$ cat config.mk
export PLATFORM = sky130hd
export DESIGN_NAME = bracket_message_tokenizer
export DESIGN_NICKNAME = d
export VERILOG_FILES = /design/src/rtl/core/bmt_pkg.sv /design/src/rtl/core/bmt_parse.sv /design/src/rtl/core/bracket_message_tokenizer.sv
export SDC_FILE = /design/constraint.sdc
export NUM_CORES = 1
export LEC_CHECK = 0
export BUFFER_PORTS_ARGS = -buffer_cell sky130_fd_sc_hd__buf_4
export CAP_MARGIN = 20
export CELL_PAD_IN_SITES_DETAIL_PLACEMENT = 1
export CELL_PAD_IN_SITES_GLOBAL_PLACEMENT = 1
export CORE_UTILIZATION = 45
export DETAILED_ROUTE_END_ITERATION = 8
export PLACE_DENSITY_LB_ADDON = 0.2
export REMOVE_ABC_BUFFERS = 1
export SLEW_MARGIN = 15
export SYNTH_ARGS = -nofsm -noshare
export SYNTH_HDL_FRONTEND = slang
export SYNTH_SLANG_ARGS = --single-unit
$ cat constraint.sdc
create_clock -name i_clk -period 29.5 [get_ports i_clk]
set_input_delay 5.9 -clock i_clk [delete_from_list [all_inputs] [get_ports i_clk]]
set_output_delay 5.9 -clock i_clk [all_outputs]
set_load 0.05 [all_outputs]
$ cat src/rtl/core/bmt_pkg.sv
// Shared types and constants for the bracket message tokenizer.
// Character codes, message kinds, word classes and the decoded record layout.
// No dependencies.
`timescale 1ns / 1ps

package bmt_pkg;

    // Field widths of the stream items
    localparam int DATA_W    = 8;
    localparam int KIND_W    = 3;
    localparam int WC_W      = 6;
    localparam int ARG_W     = 32;
    localparam int ARG_SLOTS = 7;
    localparam int SLOT_W    = 3;

    // Record layout and its byte-padded bus width
    localparam int REC_W     = KIND_W + WC_W + ARG_SLOTS * ARG_W;
    localparam int M_TDATA_W = ((REC_W + 7) / 8) * 8;

    // Framing and separator characters
    localparam logic [DATA_W-1:0] CH_LT    = 8'h3C; // '<'
    localparam logic [DATA_W-1:0] CH_GT    = 8'h3E; // '>'
    localparam logic [DATA_W-1:0] CH_SP    = 8'h20; // ' '
    localparam logic [DATA_W-1:0] CH_BAR   = 8'h7C; // '|'
    localparam logic [DATA_W-1:0] CH_MINUS = 8'h2D; // '-'
    localparam logic [DATA_W-1:0] CH_DOT   = 8'h2E; // '.'
    localparam logic [DATA_W-1:0] CH_0     = 8'h30;
    localparam logic [DATA_W-1:0] CH_9     = 8'h39;
    localparam logic [DATA_W-1:0] CH_UA    = 8'h41;
    localparam logic [DATA_W-1:0] CH_UZ    = 8'h5A;
    localparam logic [DATA_W-1:0] CH_LA    = 8'h61;
    localparam logic [DATA_W-1:0] CH_LZ    = 8'h7A;

    // Message selector letters
    localparam logic [DATA_W-1:0] CH_CMD_P = 8'h70; // 'p' power
    localparam logic [DATA_W-1:0] CH_CMD_T = 8'h54; // 'T' throttle
    localparam logic [DATA_W-1:0] CH_CMD_R = 8'h72; // 'r' CV read
    localparam logic [DATA_W-1:0] CH_CMD_F = 8'h46; // 'F' function
    localparam logic [DATA_W-1:0] CH_CMD_A = 8'h61; // 'a' current
    localparam logic [DATA_W-1:0] CH_CMD_V = 8'h56; // 'V' session
    localparam logic [DATA_W-1:0] CH_CMD_Y = 8'h79; // 'y' point
    localparam logic [DATA_W-1:0] CH_CMD_X = 8'h78; // 'x' signal

    // Message kinds
    localparam logic [KIND_W-1:0] KIND_POWER    = 3'd0;
    localparam logic [KIND_W-1:0] KIND_THROTTLE = 3'd1;
    localparam logic [KIND_W-1:0] KIND_CV_READ  = 3'd2;
    localparam logic [KIND_W-1:0] KIND_FUNCTION = 3'd3;
    localparam logic [KIND_W-1:0] KIND_CURRENT  = 3'd4;
    localparam logic [KIND_W-1:0] KIND_SESSION  = 3'd5;
    localparam logic [KIND_W-1:0] KIND_POINT    = 3'd6;
    localparam logic [KIND_W-1:0] KIND_SIGNAL   = 3'd7;

    // Class of the characters in the word being built
    localparam logic [1:0] CLS_NONE = 2'd0;
    localparam logic [1:0] CLS_LET  = 2'd1;
    localparam logic [1:0] CLS_NUM  = 2'd2;

    // Decoded record, kind in the lowest bits
    typedef struct packed {
        logic [ARG_SLOTS-1:0][ARG_W-1:0] args;
        logic [WC_W-1:0]                 word_count;
        logic [KIND_W-1:0]               kind;
    } t_rec;

endpackage

$ cat src/rtl/core/bmt_parse.sv
// Tokenizer state and frame decode for the bracket message tokenizer.
// Updates word state once per accepted byte and decodes the frame at '>'.
// Depends on bmt_pkg.
`timescale 1ns / 1ps

module bmt_parse import bmt_pkg::*; #(
    parameter int MAX_WORDS = 40,
    parameter int MAX_CHARS = 40
) (
    input  logic              i_clk,
    input  logic              i_rst_n,
    input  logic              i_valid,
    input  logic [DATA_W-1:0] i_byte,
    input  logic              i_buf_start,
    input  logic              i_power,
    output logic              o_res_valid,
    output t_rec              o_rec
);

    localparam int WW = $clog2(MAX_WORDS + 2);
    localparam int CW = $clog2(MAX_CHARS + 1);

    logic                 r_in_frame, n_in_frame;
    logic [WW-1:0]        r_word_idx, n_word_idx;
    logic [CW-1:0]        r_char_cnt, n_char_cnt;
    logic [1:0]           r_class, n_class;
    logic [DATA_W-1:0]    r_cmd_letter, n_cmd_letter;
    logic                 r_cmd_single, n_cmd_single;
    logic [ARG_W-1:0]     r_arg [ARG_SLOTS];
    logic [ARG_W-1:0]     n_arg [ARG_SLOTS];
    logic                 r_neg, n_neg;
    logic                 r_stop, n_stop;
    logic [ARG_W-1:0]     r_session, n_session;

    // State after an optional buffer restart
    logic                 f_in;
    logic [WW-1:0]        f_wi;
    logic [CW-1:0]        f_cc;
    logic [1:0]           f_cls;
    logic                 f_neg, f_stop;

    logic is_letter, is_digit, is_num;
    logic do_open, do_let, do_num, do_gt, do_sep, do_split;
    logic [WW-1:0] wi_inc;
    logic [WW-1:0] wc;
    logic          dec_hit;
    logic [KIND_W-1:0] dec_kind;

    // Restart tokenizer state on a new receive buffer
    always_comb begin
        f_in   = i_buf_start ? 1'b0 : r_in_frame;
        f_wi   = i_buf_start ? '0 : r_word_idx;
        f_cc   = i_buf_start ? '0 : r_char_cnt;
        f_cls  = i_buf_start ? CLS_NONE : r_class;
        f_neg  = i_buf_start ? 1'b0 : r_neg;
        f_stop = i_buf_start ? 1'b0 : r_stop;
    end

    // Classify the byte
    always_comb begin
        is_letter = i_byte inside {[CH_LA:CH_LZ], [CH_UA:CH_UZ]};
        is_digit  = i_byte inside {[CH_0:CH_9]};
        is_num    = is_digit || (i_byte inside {CH_MINUS, CH_DOT});
        do_open   = (i_byte == CH_LT) && !f_in;
        do_let    = f_in && is_letter;
        do_num    = f_in && is_num;
        do_gt     = f_in && (i_byte == CH_GT);
        do_sep    = f_in && (f_cc != '0) && ((i_byte == CH_SP) || (i_byte == CH_BAR));
        do_split  = (do_let && (f_cls == CLS_NUM) && (f_cc != '0))
                 || (do_num && (f_cls == CLS_LET) && (f_cc != '0))
                 || do_sep;
        wi_inc    = f_wi + WW'(1);
    end

    // Decode the finished frame
    always_comb begin
        wc       = f_wi + ((f_cc != '0) ? WW'(1) : WW'(0));
        dec_hit  = 1'b0;
        dec_kind = KIND_POWER;
        case (r_cmd_letter)
            CH_CMD_P: begin
                dec_hit  = (wc == WW'(2)) || (wc == WW'(3));
                dec_kind = KIND_POWER;
            end
            CH_CMD_T: begin
                dec_hit  = (wc == WW'(4));
                dec_kind = KIND_THROTTLE;
            end
            CH_CMD_R: begin
                dec_hit  = (wc == WW'(5)) && (r_arg[0] == r_session);
                dec_kind = KIND_CV_READ;
            end
            CH_CMD_F: begin
                dec_hit  = (wc == WW'(4));
                dec_kind = KIND_FUNCTION;
            end
            CH_CMD_A: begin
                dec_hit  = (wc == WW'(2)) && i_power;
                dec_kind = KIND_CURRENT;
            end
            CH_CMD_V: begin
                dec_hit  = (wc == WW'(2)) || (wc == WW'(8));
                dec_kind = KIND_SESSION;
            end
            CH_CMD_Y: begin
                dec_hit  = (wc == WW'(4));
                dec_kind = KIND_POINT;
            end
            CH_CMD_X: begin
                dec_hit  = (wc == WW'(4));
                dec_kind = KIND_SIGNAL;
            end
            default: begin
                dec_hit  = 1'b0;
                dec_kind = KIND_POWER;
            end
        endcase
        dec_hit = dec_hit && r_cmd_single;
    end

    // Build the record; absent words read as zero
    always_comb begin
        o_rec.kind       = dec_kind;
        o_rec.word_count = WC_W'(wc);
        for (int k = 0; k < ARG_SLOTS; k++) begin
            o_rec.args[k] = (WW'(k + 1) < wc) ? r_arg[k] : '0;
        end
    end

    assign o_res_valid = i_valid && do_gt && dec_hit;

    // Next tokenizer state
    always_comb begin
        logic [CW-1:0]    pos;
        logic             slot_ok;
        logic [SLOT_W-1:0] slot;
        logic [ARG_W-1:0] base;
        logic [ARG_W-1:0] times10;
        logic [ARG_W-1:0] digit;

        n_in_frame   = f_in;
        n_word_idx   = f_wi;
        n_char_cnt   = f_cc;
        n_class      = f_cls;
        n_neg        = f_neg;
        n_stop       = f_stop;
        n_cmd_letter = r_cmd_letter;
        n_cmd_single = r_cmd_single;
        n_session    = r_session;
        for (int k = 0; k < ARG_SLOTS; k++) begin
            n_arg[k] = r_arg[k];
        end

        // Open a frame at '<'
        if (do_open) begin
            n_in_frame   = 1'b1;
            n_word_idx   = '0;
            n_cmd_letter = '0;
            n_cmd_single = 1'b0;
            n_neg        = 1'b0;
            n_stop       = 1'b0;
            n_char_cnt   = '0;
        end

        // Advance to a fresh word
        if (do_split) begin
            n_word_idx = wi_inc;
            for (int k = 0; k < ARG_SLOTS; k++) begin
                if (wi_inc == WW'(k + 1)) begin
                    n_arg[k] = '0;
                end
            end
            n_neg      = 1'b0;
            n_stop     = 1'b0;
            n_char_cnt = '0;
        end

        // Append the character to the current word
        pos     = n_char_cnt;
        slot_ok = (n_word_idx >= WW'(1)) && (n_word_idx <= WW'(ARG_SLOTS));
        slot    = SLOT_W'(n_word_idx - WW'(1));
        base    = n_arg[slot];
        times10 = (base << 3) + (base << 1);
        digit   = {{(ARG_W - 4){1'b0}}, i_byte[3:0]};
        if (do_let || do_num) begin
            if (pos < CW'(MAX_CHARS)) begin
                if (n_word_idx == '0) begin
                    if (pos == '0) begin
                        n_cmd_letter = i_byte;
                    end
                    n_cmd_single = (pos == '0);
                end
                if (!n_stop) begin
                    if ((pos == '0) && (i_byte == CH_MINUS)) begin
                        n_neg = 1'b1;
                    end else if (is_digit) begin
                        if (slot_ok) begin
                            n_arg[slot] = n_neg ? (times10 - digit) : (times10 + digit);
                        end
                    end else begin
                        n_stop = 1'b1;
                    end
                end
                n_char_cnt = pos + CW'(1);
            end
            n_class = do_let ? CLS_LET : CLS_NUM;
        end

        // Close the frame at '>' and take the session from a session message
        if (do_gt) begin
            if (dec_hit && (r_cmd_letter == CH_CMD_V)) begin
                n_session = r_arg[0];
            end
            n_in_frame = 1'b0;
            n_word_idx = '0;
            n_char_cnt = '0;
            n_class    = CLS_NONE;
        end

        // Saturate the word index; the overflowing word restarts empty
        if (n_in_frame && (n_word_idx > WW'(MAX_WORDS))) begin
            n_word_idx = WW'(MAX_WORDS);
            n_char_cnt = '0;
            n_neg      = 1'b0;
            n_stop     = 1'b0;
        end
    end

    // Control state
    always_ff @(posedge i_clk) begin
        if (!i_rst_n) begin
            r_in_frame   <= 1'b0;
            r_word_idx   <= '0;
            r_char_cnt   <= '0;
            r_class      <= CLS_NONE;
            r_cmd_letter <= '0;
            r_cmd_single <= 1'b0;
            r_neg        <= 1'b0;
            r_stop       <= 1'b0;
            r_session    <= '0;
        end else if (i_valid) begin
            r_in_frame   <= n_in_frame;
            r_word_idx   <= n_word_idx;
            r_char_cnt   <= n_char_cnt;
            r_class      <= n_class;
            r_cmd_letter <= n_cmd_letter;
            r_cmd_single <= n_cmd_single;
            r_neg        <= n_neg;
            r_stop       <= n_stop;
            r_session    <= n_session;
        end
    end

    // Argument values
    always_ff @(posedge i_clk) begin
        if (i_valid) begin
            for (int k = 0; k < ARG_SLOTS; k++) begin
                r_arg[k] <= n_arg[k];
            end
        end
    end

endmodule

$ cat src/rtl/core/bracket_message_tokenizer.sv
// Top level of the bracket message tokenizer: stream ports, output skid stage.
// Instantiates bmt_parse; depends on bmt_pkg.
//
// Usage:
//   The slave channel takes one received character per request: s_axis_tdata
//   holds the byte, s_axis_tuser set restarts the tokenizer (new receive
//   buffer) before that byte is handled. Frames run from '<' to '>'.
//   The master channel gives one decoded record per recognised frame.
//   i_cfg_we with i_cfg_wdata sets the local power flag; write it only idle.
// Throughput and output path:
//   One byte per cycle while s_axis_tready is high. A frame's record enters
//   the output stage when its '>' is accepted; all per-byte work sits between
//   the tokenizer state registers and the output register.
// Reset:
//   Synchronous, active low; clears frame state, session and power flag,
//   and empties the output stage.
// Stall:
//   A stalled record holds in the output register; a second one goes to the
//   skid register and s_axis_tready drops until the output register drains.
`timescale 1ns / 1ps

module bracket_message_tokenizer import bmt_pkg::*; #(
    parameter int MAX_WORDS = 40,
    parameter int MAX_CHARS = 40
) (
    input  logic                 i_clk,
    input  logic                 i_rst_n,
    input  logic                 s_axis_tvalid,
    output logic                 s_axis_tready,
    input  logic [DATA_W-1:0]    s_axis_tdata,  // [7:0] data_byte
    input  logic                 s_axis_tuser,  // [0] buffer_start
    output logic                 m_axis_tvalid,
    input  logic                 m_axis_tready,
    // [2:0] kind, [8:3] word_count, [40:9] arg1 ... [232:201] arg7, rest zero
    output logic [M_TDATA_W-1:0] m_axis_tdata,
    input  logic                 i_cfg_we,
    input  logic                 i_cfg_wdata
);

    logic r_power;
    logic in_acc;
    logic res_valid;
    t_rec res_rec;

    logic r_out_valid, n_out_valid;
    logic r_skid_valid, n_skid_valid;
    t_rec r_out, n_out;
    t_rec r_skid, n_skid;

    assign s_axis_tready = !r_skid_valid;
    assign in_acc        = s_axis_tvalid && s_axis_tready;

    // Power flag register
    always_ff @(posedge i_clk) begin
        if (!i_rst_n) begin
            r_power <= 1'b0;
        end else if (i_cfg_we) begin
            r_power <= i_cfg_wdata;
        end
    end

    bmt_parse #(
        .MAX_WORDS (MAX_WORDS),
        .MAX_CHARS (MAX_CHARS)
    ) u_parse (
        .i_clk       (i_clk),
        .i_rst_n     (i_rst_n),
        .i_valid     (in_acc),
        .i_byte      (s_axis_tdata),
        .i_buf_start (s_axis_tuser),
        .i_power     (r_power),
        .o_res_valid (res_valid),
        .o_rec       (res_rec)
    );

    // Output register with skid: park a record while the output is stalled
    always_comb begin
        n_out_valid  = r_out_valid;
        n_skid_valid = r_skid_valid;
        n_out        = r_out;
        n_skid       = r_skid;
        if (r_out_valid && !m_axis_tready) begin
            if (res_valid) begin
                n_skid_valid = 1'b1;
                n_skid       = res_rec;
            end
        end else if (r_skid_valid) begin
            n_out_valid  = 1'b1;
            n_out        = r_skid;
            n_skid_valid = 1'b0;
        end else begin
            n_out_valid = res_valid;
            n_out       = res_rec;
        end
    end

    always_ff @(posedge i_clk) begin
        if (!i_rst_n) begin
            r_out_valid  <= 1'b0;
            r_skid_valid <= 1'b0;
        end else begin
            r_out_valid  <= n_out_valid;
            r_skid_valid <= n_skid_valid;
        end
    end

    always_ff @(posedge i_clk) begin
        r_out  <= n_out;
        r_skid <= n_skid;
    end

    assign m_axis_tvalid = r_out_valid;
    assign m_axis_tdata  = {{(M_TDATA_W - REC_W){1'b0}}, r_out};

    // The skid register is only occupied behind a full output register
    a_skid_behind_out: assert property (@(posedge i_clk) disable iff (!i_rst_n)
        r_skid_valid |-> r_out_valid)
        else $error("skid register full while output register empty");

    // The skid register fills only while the output is stalled
    a_skid_fill: assert property (@(posedge i_clk) disable iff (!i_rst_n)
        $rose(r_skid_valid) |-> $past(r_out_valid && !m_axis_tready))
        else $error("skid register filled without an output stall");

    // A record appears only after an accepted byte
    a_out_source: assert property (@(posedge i_clk) disable iff (!i_rst_n)
        $rose(r_out_valid) |-> $past(s_axis_tvalid && s_axis_tready))
        else $error("record presented without an accepted byte");

endmodule

==> results.tsv <==
stage	metric	value	unit
route	1st-pass router iterations	6	
worst_hold_path	critical hold path startpoint	u_parse.r_cmd_letter[7]	
die	Die X	289	um
timing	clk_skew	0.0524	ns
placement	Post-Place Cell Area	0.0401	mm^2
timing	final setup fails	0	
critical_path	Crit path largest cell delay	0.85	ns
power_and_ir_drop	clock network power share	45.8	%
global_routing	vias in the first global route	28000	
critical_path	slowest CP cell	xnor2_1	
placement	DP HPWL	88.1	mm
die	die span in y	289	um
critical_path	critical path capture point type	flop	
timing	Final period util	51.5	%
die	io pins	257	
logic_synthesis	yosys warns	0	
power_and_ir_drop	Switching Power	0.543	mW
status	status	finished clean	
critical_path	WS Path Type	primary input to flop	
clock_tree	cts hold-fix bufs	0	
timing	Slew HR	25.6	%
finish	fin cells	4450	
logic_synthesis	mux share of post-synthesis cell area	8.49	%
global_routing	GRT Util Overall	30.0	%
logic_synthesis	Mapped Avg Cell Area	11.9	um^2
logic_synthesis	Post-Synth Simple-Gate Area	14.2	%
logic_synthesis	Async SR Flop Fraction	0	%
finish	layout cells sized above 1	21.8	%
clock_tree	TritonCTS buffer count	81	
route	M1 WL	56.1	mm
timing	final hold vios	0	
logic_synthesis	largest family of logic cells by synthesized area	simple AND/OR/NAND/NOR gates	
critical_path	RR Startpoint	u_parse.r_in_frame	
power_and_ir_drop	power density cells	55.3	mW/mm^2
job	Max Cap Viol	0	
timing	worst setup slack after layout	14.30	ns
route	via/cell ratio	6.26	
logic_synthesis	Synth Area in Adders	1.56	%
power_and_ir_drop	Int Power	1.84	mW
die	die area	0.0836	mm^2
worst_hold_path	Hold WC Path Type	flop to flop	
critical_path	CP Launch Point	s_axis_tdata[1]	
route	Routed wire per std cell	28.7	um
power_and_ir_drop	combinational share of power	4.7	%
logic_synthesis	Yosys cell types	96	
logic_synthesis	Synth top area share	55.9	%
power_and_ir_drop	Seq pwr share	49.5	%
finish	Nets	3377	
critical_path	CP arrival	15.56	ns
clock_tree	Post-CTS Setup Inserts	0	
critical_path	CP Data Required Time	29.86	ns
timing	Max Fclk	65.8	MHz
power_and_ir_drop	Switching Fraction	22.8	%
critical_path	Max FO, Critical Path	33	
logic_synthesis	synth cell count leaders	690 x edfxtp_1, 280 x nand3_1, 258 x o21ai_0	
logic_synthesis	top-count cell post-synth	edfxtp_1	
die	core footprint	0.0811	mm^2
die	num rows	104	
logic_synthesis	compound-cell area share of the yosys netlist	11.8	%
logic_synthesis	Yosys reg bits	751	
logic_synthesis	post-synth top area cell	edfxtp_1	
finish	Design Area, Final	0.0430	mm^2
global_routing	initial antenna violation count	3	
clock_tree	Root Driver	clkbuf_16	
clock_tree	Post-CTS Resized	0	
route	met3 WL post-DR	9.36	mm
logic_synthesis	Post-Synth XOR/XNOR Area	2.29	%
clock_tree	Clock Latency Late Sink	0.67	ns
placement	Place WS	13.80	ns
route	Detailed Route Iter0 Violations	2647	
power_and_ir_drop	peak supply drop	42.7	uV
clock_tree	CTS sink count	751	
logic_synthesis	Main synth FF type	edfxtp_1	
global_routing	total grt overflow	0	
logic_synthesis	number of synthesized flops with an enable pin	690	
timing	RSZ-0062 raised after global routing	no	
route	DR WL met2	59.5	mm
clock_tree	CTS tree	done	
clock_tree	CTS clk-pin slew, worst paths	0.06	ns
placement	buffers added on ports	249	
route	via count	27800	
logic_synthesis	top cells by area, synth	edfxtp_1 56%, mux2_2 7.3%, nand3_1 3.8%	
timing	Tmin final	15.20	ns
route	post-route antenna net violation count	0	
global_routing	largest net degree at the start of global routing	85	
placement	dpl cells	4296	
logic_synthesis	Synth Instances	3117	
clock_tree	deepest clock path buffer count	3	
clock_tree	H-Tree Depth	3	
critical_path	most used cell, CP	a21oi_1	
global_routing	first-pass GRT wire length	187	mm
logic_synthesis	Mapped Area	0.0371	mm^2
route	DRC violations left	0	
logic_synthesis	sequential share of the synthesized area	59.2	%
placement	routability cong.	0.924	
timing	Slew Viols, Final	0	
die	Initial Util	45.7	%
critical_path	CP startpoint kind	primary input	
route	Routed WL	128	mm
finish	area grow syn2layout	16.0	%
route	top layer in use	met4	
power_and_ir_drop	Leakage	16.9	nW
timing	total negative slack	0	ns
timing	Slew @ Worst Pin	1.11	ns
worst paths after layout:
kind	to	slack [ns]	cells past startpoint
max	u_parse.r_arg[5][29]	14.30	27
min	u_parse.r_cmd_letter[7]	0.49	1
max reg2reg	u_parse.r_arg[5][29]	19.28	26
min reg2reg	u_parse.r_cmd_letter[7]	0.49	1
power groups by stage:
stage,logic (mW),registers [mW],clock network (mW)
finish,0.111,1.18,1.09
global route,0.116,1.18,1.14
CTS,0.111,1.18,1.11
detailed placement,0.109,1.20,0
global placement,0.108,1.20,0
floorplan,0.0338,1.24,0
cells by family after synthesis:
family / count (synthesis)
AO/OA/AOI/OAI: 714
XOR/XNOR: 96
adder cells (fa/ha/maj): 45
buffers and inverters: 232
flip-flops: 751
multiplexers: 284
other: 1
AND/OR/NAND/NOR: 994
critical path: cells and delay by family:
kind	cells	cell delay [ns]
XOR/XNOR	1	0.85
AND/OR/NAND/NOR	8	2.28
adder cells (fa/ha/maj)	1	0.41
buffers and inverters	3	1.00
AO/OA/AOI/OAI	14	5.06
flip-flops by register name, indices dropped and copies added (netlist names), 2 cells and up:
| register | count |
|---|---|
| u_parse.r_class | 2 |
| u_parse.r_cmd_letter | 8 |
| u_parse.r_word_idx | 6 |
| u_parse.r_arg | 224 |
| u_parse.r_char_cnt | 6 |
| u_parse.r_session | 32 |
| m_axis_tdata | 233 |
| r_skid | 233 |
metal layers:
| layer | GRT usage [%] | up-vias |
|---|---|---|
| li1 | - | 12200 |
| met1 | 42.8 | 14300 |
| met5 | 0 | - |
| met2 | 47.6 | 1185 |
| met3 | 5.09 | 166 |
| met4 | 7.13 | 0 |
layout make-up:
class / count / area (um^2)
Antenna cell: 2 / 5.00
Clock buffer: 105 / 2180
Clock inverter: 46 / 669
Fill cell: 8318 / 38000
Inverter: 32 / 140
Multi-Input combinational cell: 2140 / 14400
Sequential cell: 751 / 21900
Tap cell: 1060 / 1330
Timing Repair Buffer: 314 / 2400
placed cells by master, fill, tap and decap left out, types with 115 or more instances in the layout:
cell type and n:
edfxtp_1 690, buf_4 311, nand3_1 274, o21ai_0 257
mux2_2 240, a21oi_1 199, nor2_1 142, nor2b_1 140
nand2_1 124, and2_1 115
metrics by stage:
| step | power (mW) | util [%] | hold slack (ns) |
|---|---|---|---|
| detailed placement | 1.31 | 49.5 | 0.473 |
| global placement | 1.31 | 49.4 | 0.460 |
| floorplan | 1.27 | - | 0.445 |
| finish | 2.38 | 53.1 | 0.492 |
| CTS | 2.40 | 53.0 | 0.492 |
| global route | 2.44 | 53.1 | 0.509 |
(Power assumes the default switching activity.)
